`src/rtl/core/itoaf_pkg.sv`:
```
// shared types, constants and helpers for the integer to ascii formatter
package itoaf_pkg;

    // width of the value used for pointer conversions
    localparam int VALUE_BITS = 64;
    localparam logic [63:0] PTR_MASK =
        (VALUE_BITS >= 64) ? {64{1'b1}} : ((64'd1 << VALUE_BITS) - 64'd1);

    // widest field and the bcd conversion shape
    localparam logic [5:0] MAX_WIDTH    = 6'd62;
    localparam int         DEC_BITS     = 32;
    localparam int         BCD_DIGITS   = 10;
    localparam int         BITS_PER_STEP = 2;
    localparam int         DABBLE_STEPS = DEC_BITS / BITS_PER_STEP;

    // digit counts before leading zero removal
    localparam logic [4:0] DEC_DIGITS = 5'd10;
    localparam logic [4:0] HEX_DIGITS = 5'd8;
    localparam logic [4:0] PTR_DIGITS = 5'd16;

    // conversion kinds
    typedef enum logic [1:0] {
        KIND_DEC   = 2'd0,
        KIND_LOWER = 2'd1,
        KIND_UPPER = 2'd2,
        KIND_PTR   = 2'd3
    } kind_t;

    // ascii characters
    localparam logic [7:0] CH_ZERO  = 8'h30;
    localparam logic [7:0] CH_X     = 8'h78;
    localparam logic [7:0] CH_MINUS = 8'h2d;
    localparam logic [7:0] CH_SPACE = 8'h20;
    localparam logic [7:0] CH_UA    = 8'h41;
    localparam logic [7:0] CH_LA    = 8'h61;

    // which character the output register takes
    typedef enum logic [2:0] {
        SEL_ZERO,
        SEL_X,
        SEL_PAD,
        SEL_MINUS,
        SEL_DIGIT
    } char_sel_t;

    // controller to datapath
    typedef struct packed {
        logic      load;
        logic      dabble;
        logic      scan_shift;
        logic      calc_pad;
        logic      pad_dec;
        logic      digit_shift;
        logic      emit;
        logic      emit_last;
        char_sel_t sel;
    } itoaf_cmd_t;

    // datapath to controller
    typedef struct packed {
        logic conv_last;
        logic lead_zero;
        logic pad_zero;
        logic neg;
        logic is_ptr;
        logic one_left;
        logic out_free;
    } itoaf_stat_t;

    // digit value to ascii
    function automatic logic [7:0] digit_char(input logic [3:0] d, input logic upper);
        logic [7:0] base;
        begin
            base = upper ? CH_UA : CH_LA;
            if (d < 4'd10)
                digit_char = CH_ZERO + {4'b0000, d};
            else
                digit_char = base + {4'b0000, d} - 8'd10;
        end
    endfunction

endpackage

```
`src/rtl/core/integer_to_ascii_formatter.sv`:
```
// top level of the integer to ascii formatter
//
//  channel | handshake            | payload
//  --------+----------------------+----------------------------------
//  input   | in_valid / in_stall  | cmd, value, min_width, zero_pad
//  output  | out_valid / out_stall| char_out, last
//
// - one request is taken at a time; in_stall stays high until
//   its last character has been loaded into the output register
// - signed decimal: bcd conversion (two bits per cycle), then up to 9
//   leading zeros dropped
// - hex: up to 7 leading zeros (pointer: 15) dropped, and for every kind a
//   last scan step closes the scan and sets the pad count
// - then the characters one at a time, plus a step leaving the pad phase;
//   out_stall holds the output register and pauses the sequence
// - reset clears the controller state and the output valid flag
module integer_to_ascii_formatter (
    input  logic        clk,
    input  logic        rst_n,
    // request transaction
    input  logic        in_valid,
    output logic        in_stall,
    input  logic [1:0]  cmd,
    input  logic [63:0] value,
    input  logic [5:0]  min_width,
    input  logic        zero_pad,
    // character transaction
    output logic        out_valid,
    input  logic        out_stall,
    output logic [7:0]  char_out,
    output logic        last
);

    // command and status between controller and datapath
    itoaf_pkg::itoaf_cmd_t  ctl;
    itoaf_pkg::itoaf_stat_t stat;

    // controller: walks conversion, zero stripping, prefix, pad, sign, digits
    itoaf_ctrl u_ctrl (
        .clk      (clk),
        .rst_n    (rst_n),
        .in_valid (in_valid),
        .cmd      (cmd),
        .in_stall (in_stall),
        .stat     (stat),
        .ctl      (ctl)
    );

    // datapath: digit register, bcd unit, pad counter, output register
    itoaf_dp u_dp (
        .clk       (clk),
        .rst_n     (rst_n),
        .cmd       (cmd),
        .value     (value),
        .min_width (min_width),
        .zero_pad  (zero_pad),
        .ctl       (ctl),
        .stat      (stat),
        .out_valid (out_valid),
        .out_stall (out_stall),
        .char_out  (char_out),
        .last      (last)
    );

endmodule

```
`src/rtl/core/itoaf_dp.sv`:
```
// datapath: digit register, bcd conversion, pad count and output register
module itoaf_dp (
    input  logic                  clk,
    input  logic                  rst_n,
    input  logic [1:0]            cmd,
    input  logic [63:0]           value,
    input  logic [5:0]            min_width,
    input  logic                  zero_pad,
    input  itoaf_pkg::itoaf_cmd_t ctl,
    output itoaf_pkg::itoaf_stat_t stat,
    output logic                  out_valid,
    input  logic                  out_stall,
    output logic [7:0]            char_out,
    output logic                  last
);

    logic [63:0] dig_reg,   dig_next;
    logic [31:0] mag_reg,   mag_next;
    logic [4:0]  n_reg,     n_next;
    logic [5:0]  width_reg, width_next;
    logic [5:0]  pad_reg,   pad_next;
    logic [3:0]  cnt_reg,   cnt_next;
    logic [7:0]  pad_char_reg, pad_char_next;
    logic        neg_reg,   neg_next;
    logic        dec_reg,   dec_next;
    logic        ptr_reg,   ptr_next;
    logic        upper_reg, upper_next;
    logic        ov_reg,    ov_next;
    logic [7:0]  char_reg,  char_next;
    logic        last_reg,  last_next;

    logic [31:0] low;
    logic        low_neg;
    logic [5:0]  used;
    logic [7:0]  sel_char;
    logic [40:0] step1;
    logic [40:0] step2;

    // one double dabble step: correct each bcd digit, then shift a bit in
    function automatic logic [40:0] dabble1(input logic [39:0] b, input logic bit_in);
        logic [39:0] c;
        begin
            c = b;
            for (int i = 0; i < itoaf_pkg::BCD_DIGITS; i++)
            begin
                if (c[i*4 +: 4] >= 4'd5)
                    c[i*4 +: 4] = c[i*4 +: 4] + 4'd3;
            end
            dabble1 = {c, bit_in};
        end
    endfunction

    assign low     = value[31:0];
    assign low_neg = (cmd == itoaf_pkg::KIND_DEC) && low[31];
    assign used    = {1'b0, n_reg} + {5'b00000, neg_reg};
    assign step1   = dabble1(dig_reg[63:24], mag_reg[31]);
    assign step2   = dabble1(step1[39:0], mag_reg[30]);

    always_comb
    begin
        case (ctl.sel)
            itoaf_pkg::SEL_ZERO:  sel_char = itoaf_pkg::CH_ZERO;
            itoaf_pkg::SEL_X:     sel_char = itoaf_pkg::CH_X;
            itoaf_pkg::SEL_PAD:   sel_char = pad_char_reg;
            itoaf_pkg::SEL_MINUS: sel_char = itoaf_pkg::CH_MINUS;
            itoaf_pkg::SEL_DIGIT: sel_char = itoaf_pkg::digit_char(dig_reg[63:60], upper_reg);
            default:              sel_char = itoaf_pkg::CH_SPACE;
        endcase
    end

    always_comb
    begin
        dig_next      = dig_reg;
        mag_next      = mag_reg;
        n_next        = n_reg;
        width_next    = width_reg;
        pad_next      = pad_reg;
        cnt_next      = cnt_reg;
        pad_char_next = pad_char_reg;
        neg_next      = neg_reg;
        dec_next      = dec_reg;
        ptr_next      = ptr_reg;
        upper_next    = upper_reg;
        char_next     = char_reg;
        last_next     = last_reg;
        ov_next       = ov_reg && out_stall;

        if (ctl.load)
        begin
            neg_next      = low_neg;
            dec_next      = (cmd == itoaf_pkg::KIND_DEC);
            ptr_next      = (cmd == itoaf_pkg::KIND_PTR);
            upper_next    = (cmd == itoaf_pkg::KIND_UPPER);
            mag_next      = low_neg ? (~low + 32'd1) : low;
            width_next    = (min_width > itoaf_pkg::MAX_WIDTH) ? itoaf_pkg::MAX_WIDTH
                                                               : min_width;
            pad_char_next = zero_pad ? itoaf_pkg::CH_ZERO : itoaf_pkg::CH_SPACE;
            cnt_next      = '0;
            case (cmd)
                itoaf_pkg::KIND_DEC:
                begin
                    dig_next = '0;
                    n_next   = itoaf_pkg::DEC_DIGITS;
                end
                itoaf_pkg::KIND_PTR:
                begin
                    dig_next = value & itoaf_pkg::PTR_MASK;
                    n_next   = itoaf_pkg::PTR_DIGITS;
                end
                default:
                begin
                    dig_next = {low, 32'h0};
                    n_next   = itoaf_pkg::HEX_DIGITS;
                end
            endcase
        end

        if (ctl.dabble)
        begin
            dig_next = {step2[39:0], 24'h0};
            mag_next = {mag_reg[29:0], 2'b00};
            cnt_next = cnt_reg + 4'd1;
        end

        if (ctl.scan_shift || ctl.digit_shift)
        begin
            dig_next = {dig_reg[59:0], 4'h0};
            n_next   = n_reg - 5'd1;
        end

        if (ctl.calc_pad)
            pad_next = (width_reg > used) ? (width_reg - used) : 6'd0;

        if (ctl.pad_dec)
            pad_next = pad_reg - 6'd1;

        if (ctl.emit)
        begin
            ov_next   = 1'b1;
            char_next = sel_char;
            last_next = ctl.emit_last;
        end
    end

    always_ff @(posedge clk or negedge rst_n)
    begin
        if (!rst_n)
        begin
            ov_reg <= 1'b0;
        end
        else
        begin
            ov_reg <= ov_next;
        end
    end

    always_ff @(posedge clk)
    begin
        dig_reg      <= dig_next;
        mag_reg      <= mag_next;
        n_reg        <= n_next;
        width_reg    <= width_next;
        pad_reg      <= pad_next;
        cnt_reg      <= cnt_next;
        pad_char_reg <= pad_char_next;
        neg_reg      <= neg_next;
        dec_reg      <= dec_next;
        ptr_reg      <= ptr_next;
        upper_reg    <= upper_next;
        char_reg     <= char_next;
        last_reg     <= last_next;
    end

    assign stat.conv_last = (cnt_reg == 4'(itoaf_pkg::DABBLE_STEPS - 1));
    assign stat.lead_zero = (dig_reg[63:60] == 4'h0) && (n_reg != 5'd1);
    assign stat.pad_zero  = (pad_reg == 6'd0);
    assign stat.neg       = neg_reg;
    assign stat.is_ptr    = ptr_reg;
    assign stat.one_left  = (n_reg == 5'd1);
    assign stat.out_free  = !ov_reg || !out_stall;

    assign out_valid = ov_reg;
    assign char_out  = char_reg;
    assign last      = last_reg;

`ifndef SYNTHESIS
    a_emit_free: assert property (@(posedge clk) disable iff (!rst_n)
        ctl.emit |-> (!ov_reg || !out_stall))
        else $error("character written over a stalled transaction");

    a_keep_digit: assert property (@(posedge clk) disable iff (!rst_n)
        (ctl.scan_shift || ctl.digit_shift) |-> (n_reg != 5'd0))
        else $error("digit count underflow");

    a_pad_count: assert property (@(posedge clk) disable iff (!rst_n)
        ctl.pad_dec |-> (pad_reg != 6'd0))
        else $error("pad count underflow");

    a_dabble_dec: assert property (@(posedge clk) disable iff (!rst_n)
        ctl.dabble |-> dec_reg)
        else $error("bcd conversion on a hex request");
`endif

endmodule

```
`src/rtl/core/itoaf_ctrl.sv`:
```
// controller: sequences conversion, leading zero removal and character output
module itoaf_ctrl (
    input  logic                   clk,
    input  logic                   rst_n,
    input  logic                   in_valid,
    input  logic [1:0]             cmd,
    output logic                   in_stall,
    input  itoaf_pkg::itoaf_stat_t stat,
    output itoaf_pkg::itoaf_cmd_t  ctl
);

    typedef enum logic [2:0] {
        ST_IDLE,
        ST_CONV,
        ST_SCAN,
        ST_PFX0,
        ST_PFXX,
        ST_PAD,
        ST_SIGN,
        ST_DIGITS
    } state_t;

    state_t state_reg, state_next;

    assign in_stall = (state_reg != ST_IDLE);

    always_comb
    begin
        state_next = state_reg;
        ctl        = '0;
        ctl.sel    = itoaf_pkg::SEL_DIGIT;

        case (state_reg)
            ST_IDLE:
            begin
                if (in_valid)
                begin
                    ctl.load   = 1'b1;
                    state_next = (cmd == itoaf_pkg::KIND_DEC) ? ST_CONV : ST_SCAN;
                end
            end
            ST_CONV:
            begin
                ctl.dabble = 1'b1;
                if (stat.conv_last)
                    state_next = ST_SCAN;
            end
            ST_SCAN:
            begin
                if (stat.lead_zero)
                    ctl.scan_shift = 1'b1;
                else
                begin
                    ctl.calc_pad = 1'b1;
                    state_next   = stat.is_ptr ? ST_PFX0 : ST_PAD;
                end
            end
            ST_PFX0:
            begin
                if (stat.out_free)
                begin
                    ctl.emit   = 1'b1;
                    ctl.sel    = itoaf_pkg::SEL_ZERO;
                    state_next = ST_PFXX;
                end
            end
            ST_PFXX:
            begin
                if (stat.out_free)
                begin
                    ctl.emit   = 1'b1;
                    ctl.sel    = itoaf_pkg::SEL_X;
                    state_next = ST_PAD;
                end
            end
            ST_PAD:
            begin
                if (stat.pad_zero)
                    state_next = stat.neg ? ST_SIGN : ST_DIGITS;
                else if (stat.out_free)
                begin
                    ctl.emit    = 1'b1;
                    ctl.sel     = itoaf_pkg::SEL_PAD;
                    ctl.pad_dec = 1'b1;
                end
            end
            ST_SIGN:
            begin
                if (stat.out_free)
                begin
                    ctl.emit   = 1'b1;
                    ctl.sel    = itoaf_pkg::SEL_MINUS;
                    state_next = ST_DIGITS;
                end
            end
            ST_DIGITS:
            begin
                if (stat.out_free)
                begin
                    ctl.emit        = 1'b1;
                    ctl.sel         = itoaf_pkg::SEL_DIGIT;
                    ctl.emit_last   = stat.one_left;
                    ctl.digit_shift = !stat.one_left;
                    if (stat.one_left)
                        state_next = ST_IDLE;
                end
            end
            default:
            begin
                state_next = ST_IDLE;
            end
        endcase
    end

    always_ff @(posedge clk or negedge rst_n)
    begin
        if (!rst_n)
        begin
            state_reg <= ST_IDLE;
        end
        else
        begin
            state_reg <= state_next;
        end
    end

endmodule

```
`config.mk`:
```
export PLATFORM = sky130hd
export DESIGN_NAME = integer_to_ascii_formatter
export DESIGN_NICKNAME = d
export VERILOG_FILES = /design/src/rtl/core/itoaf_pkg.sv /design/src/rtl/core/integer_to_ascii_formatter.sv /design/src/rtl/core/itoaf_dp.sv /design/src/rtl/core/itoaf_ctrl.sv
export SDC_FILE = /design/constraint.sdc
export NUM_CORES = 1
export LEC_CHECK = 0
export ABC_AREA = 1
export BUFFER_PORTS_ARGS = -buffer_cell sky130_fd_sc_hd__buf_4
export CORE_ASPECT_RATIO = 1.2
export CORE_MARGIN = 3
export CORE_UTILIZATION = 45
export CTS_CLUSTER_DIAMETER = 30
export DETAILED_ROUTE_END_ITERATION = 7
export HOLD_SLACK_MARGIN = 0.1
export PLACE_DENSITY_LB_ADDON = 0.2
export SYNTH_ARGS = -nofsm -noshare
export SYNTH_HDL_FRONTEND = slang
export SYNTH_SLANG_ARGS = --single-unit
```
`constraint.sdc`:
```
create_clock -name clk -period 3.7 [get_ports clk]
set_input_delay 0.185 -clock clk [delete_from_list [all_inputs] [get_ports clk]]
set_output_delay 0.185 -clock clk [all_outputs]
set_load 0.005 [all_outputs]
```
==> impl_metrics.tcl <==
set metrics [dict create \
    critPathRequiredTime_ns 3.87 \
    portbufs 86 \
    pin_count_of_the_biggest_net_entering_global_routing 57 \
    final.setup_skew_ns 0.0119 \
    synth_seq_cells 133 \
    worstPathMaxFanout 4 \
    synth.net_count 1524 \
    post-route-period-util_pct 69.1 \
    vdd_ir_drop_max_uv 416 \
    drc 0 \
    proportion_of_layout_cells_with_a_drive_suffix_above_1_pct 11.4 \
    synth_seq_area_share_pct 38.0 \
    netlist_instances 1395 \
    post-cts-setup-buffer-count 0 \
    fmaxAchievable_mhz 391 \
    area_delta_synth_final_pct 14.6 \
    register_area_mm2 0.00391 \
    chipWidth_um 144 \
    synth_largest_area_cell "edfxtp_1" \
    die_h_um 172 \
    finalWirelength_mm 28.2 \
    biggest_area_contributors_in_the_synthesized_netlist "edfxtp_1, nand2_1, nand3_1" \
    fin_total_pwr_mw 10.6 \
    synth_async_sr_flop_share_pct 3.01 \
    drtAntennaViolNets 0 \
    diodes 0 \
    initial_core_util_pct 45.9 \
    numClockSinks 133 \
    synthesis.area_mm2 0.0103 \
    die_area_mm2 0.0248 \
    antenna_found_initial 0 \
    tritoncts "built" \
    dpl.hpwl_mm 20.7 \
    worst_setup_hold_path_clk_slew_ns 0.07 \
    post_cts_resized 0 \
    fillers 2187 \
    multi_input_comb_area_mm2 0.00543 \
    fin_hold_ws_ns 0.135 \
    synth_enable_flop_cells 123 \
    yosysUniqueCellTypes 53 \
    largest_register_ffs 64 \
    worst_slew_slack_as_a_fraction_of_its_limit_pct 43.0 \
    clock_path_buffers 2 \
    tritoncts.num_buffers 17 \
    setup_viol 0 \
    grt.total_usage_pct 23.1 \
    p_leak_nw 5.36 \
    insertion_delay_ns 0.43 \
    cp.arrival_ns 2.73 \
    yosys_warning_total 0 \
    postLayoutCoreUtil_pct 52.6 \
    timing.final.crit_period_ns 2.56 \
    num_io_pins 88 \
    power_per_cell_area_mw_per_mm2 896 \
    core-area_mm2 0.0224 \
    first_drt_iteration_drcs 803 \
    gp_congestion 0.913 \
    cts-htree-levels 4 \
    synthDominantCellAreaShare_pct 35.8 \
    hp-class "in -> reg" \
    cts.hold.buffers_added 12 \
    ys_dominant_reg_cell "edfxtp_1" \
    final_max_slew_viol_count 0 \
    grt-ovfl-total 0 \
    rows 60 \
    crit_path_end_kind "flop" \
    timing_worst_slew_pin_value_ns 0.854 \
    clock-root-buffer "clkbuf_16" \
    rsz0062_at_grt "no" \
    startpoint_type "flop" \
    syn-mean-instance-area_um2 7.39 \
    route.detailed.wl_per_inst_um 15.9 \
    num-nets-final 1603 \
    detailroute.via_count 9666 \
    reported_max_cap_violation_count 0 \
    critical_path_class "reg -> reg" \
    finalHoldViolCount 0 \
    setup-tns-final_ns 0 \
    status "completed" \
    wire_length_of_the_first_global_routing_pass_mm 45.2 \
    first_global_vias 9151 \
    route.detailed.vias_per_inst 5.47 \
    firstDrtPassIters 5 \
]
-- cell usage after synthesis, drive strengths merged (3+ instances only) --
library cell / number
edfxtp: 123
inv: 178
or2: 4
nand4: 45
a211oi: 3
o22ai: 7
dfxtp: 6
xnor2: 4
nand3: 160
ha: 51
buf: 30
a22o: 7
o21ai: 71
a32o: 7
nor2: 122
a21oi: 35
o311ai: 8
nand3b: 6
nand2: 432
clkbuf: 20
xor2: 16
nor3: 6
dfrtp: 4
o211ai: 37
-- cells by family (layout without fill, tap and decap cells) --
family	Yosys count	count (layout)	share of synthesized area (%)
flip-flops	133	133	38.0
AO/OA/AOI/OAI	185	185	11.6
AND/OR/NAND/NOR	776	776	32.9
adder cells (fa/ha/maj)	52	52	6.38
buffers and inverters	228	320	9.42
XOR/XNOR	20	20	1.70
other	1	1	0.0364
-- metal layers --
layer	up-vias	routed length (µm)	track usage [%]
met5	-	0	0
met4	0	929	8.92
met3	62	1340	3.14
met2	297	14000	40.6
met1	4448	11900	28.7
li1	4859	-	-
-- final timing paths --
check	from	to	slack [ns]	cells past startpoint
setup / recovery	u_dp.dig_reg[25]$_DFFE_PP_	u_dp.dig_reg[26]$_DFFE_PP_	1.14	12
hold / removal	value[2]	u_dp.dig_reg[2]$_SDFFE_PP0P_	0.13	3
setup reg to reg	u_dp.dig_reg[25]$_DFFE_PP_	u_dp.dig_reg[26]$_DFFE_PP_	1.14	12
hold reg to reg	u_dp.dig_reg[1]$_SDFFE_PP0P_	u_dp.dig_reg[1]$_SDFFE_PP0P_	0.47	2
max in group asynchronous	rst_n	u_ctrl.state_reg[2]$_DFFE_PN0P_	2.83	3
min in group asynchronous	rst_n	u_dp.out_valid$_DFF_PN0_	0.68	3
-- critical path, cell delays in order, from the launching register on --
cell,delay (ns)
edfxtp_1,0.43
inv_1,0.14
ha_1,0.18
inv_1,0.04
nand2_1,0.10
nand3_1,0.15
xor2_1,0.32
ha_1,0.21
inv_1,0.05
o21ai_0,0.36
nand3_1,0.13
nand3_1,0.12
nand3_1,0.07
-- area by class of cell --
cell class / instances / area share (%)
inverter: 178 / 5.72
multi-input combinational: 1034 / 46.0
clock buffer: 18 / 3.81
sequential: 133 / 33.1
tap: 279 / 2.96
timing repair buffer: 110 / 7.35
clock inverter: 14 / 1.06
-- per-stage QoR --
stage               instance area [µm²]  cells  setup slack, ns
floorplan                         10300   1395            0.892
global placement                  11100   1722             1.21
detailed placement                11100   1722             1.19
CTS                               11800   1766             1.17
global route                      11800   1766            0.917
finish                            11800   1766             1.14
-- cell usage in the layout (no fill, tap or decap), types with 10 or more instances in the layout --
cell,synthesis,final
nand3_1,158,158
a21oi_1,35,35
o211ai_1,37,37
dlygate4sd3_1,0,12
ha_1,51,50
o21ai_0,59,59
nand4_1,44,44
o21ai_1,10,10
nor2_1,111,111
xor2_1,16,16
clkbuf_16,0,18
buf_4,4,97
edfxtp_1,123,123
inv_1,171,171
nand2_1,426,425
-- power breakdown --
part           total (mW)  leakage, nW  internal (mW)  switching, mW
Clock                1.67        0.286          0.928          0.740
Combinational        5.67         3.79           1.90           3.77
Sequential           3.24         1.28           2.74          0.502
(Power assumes the default switching activity.)
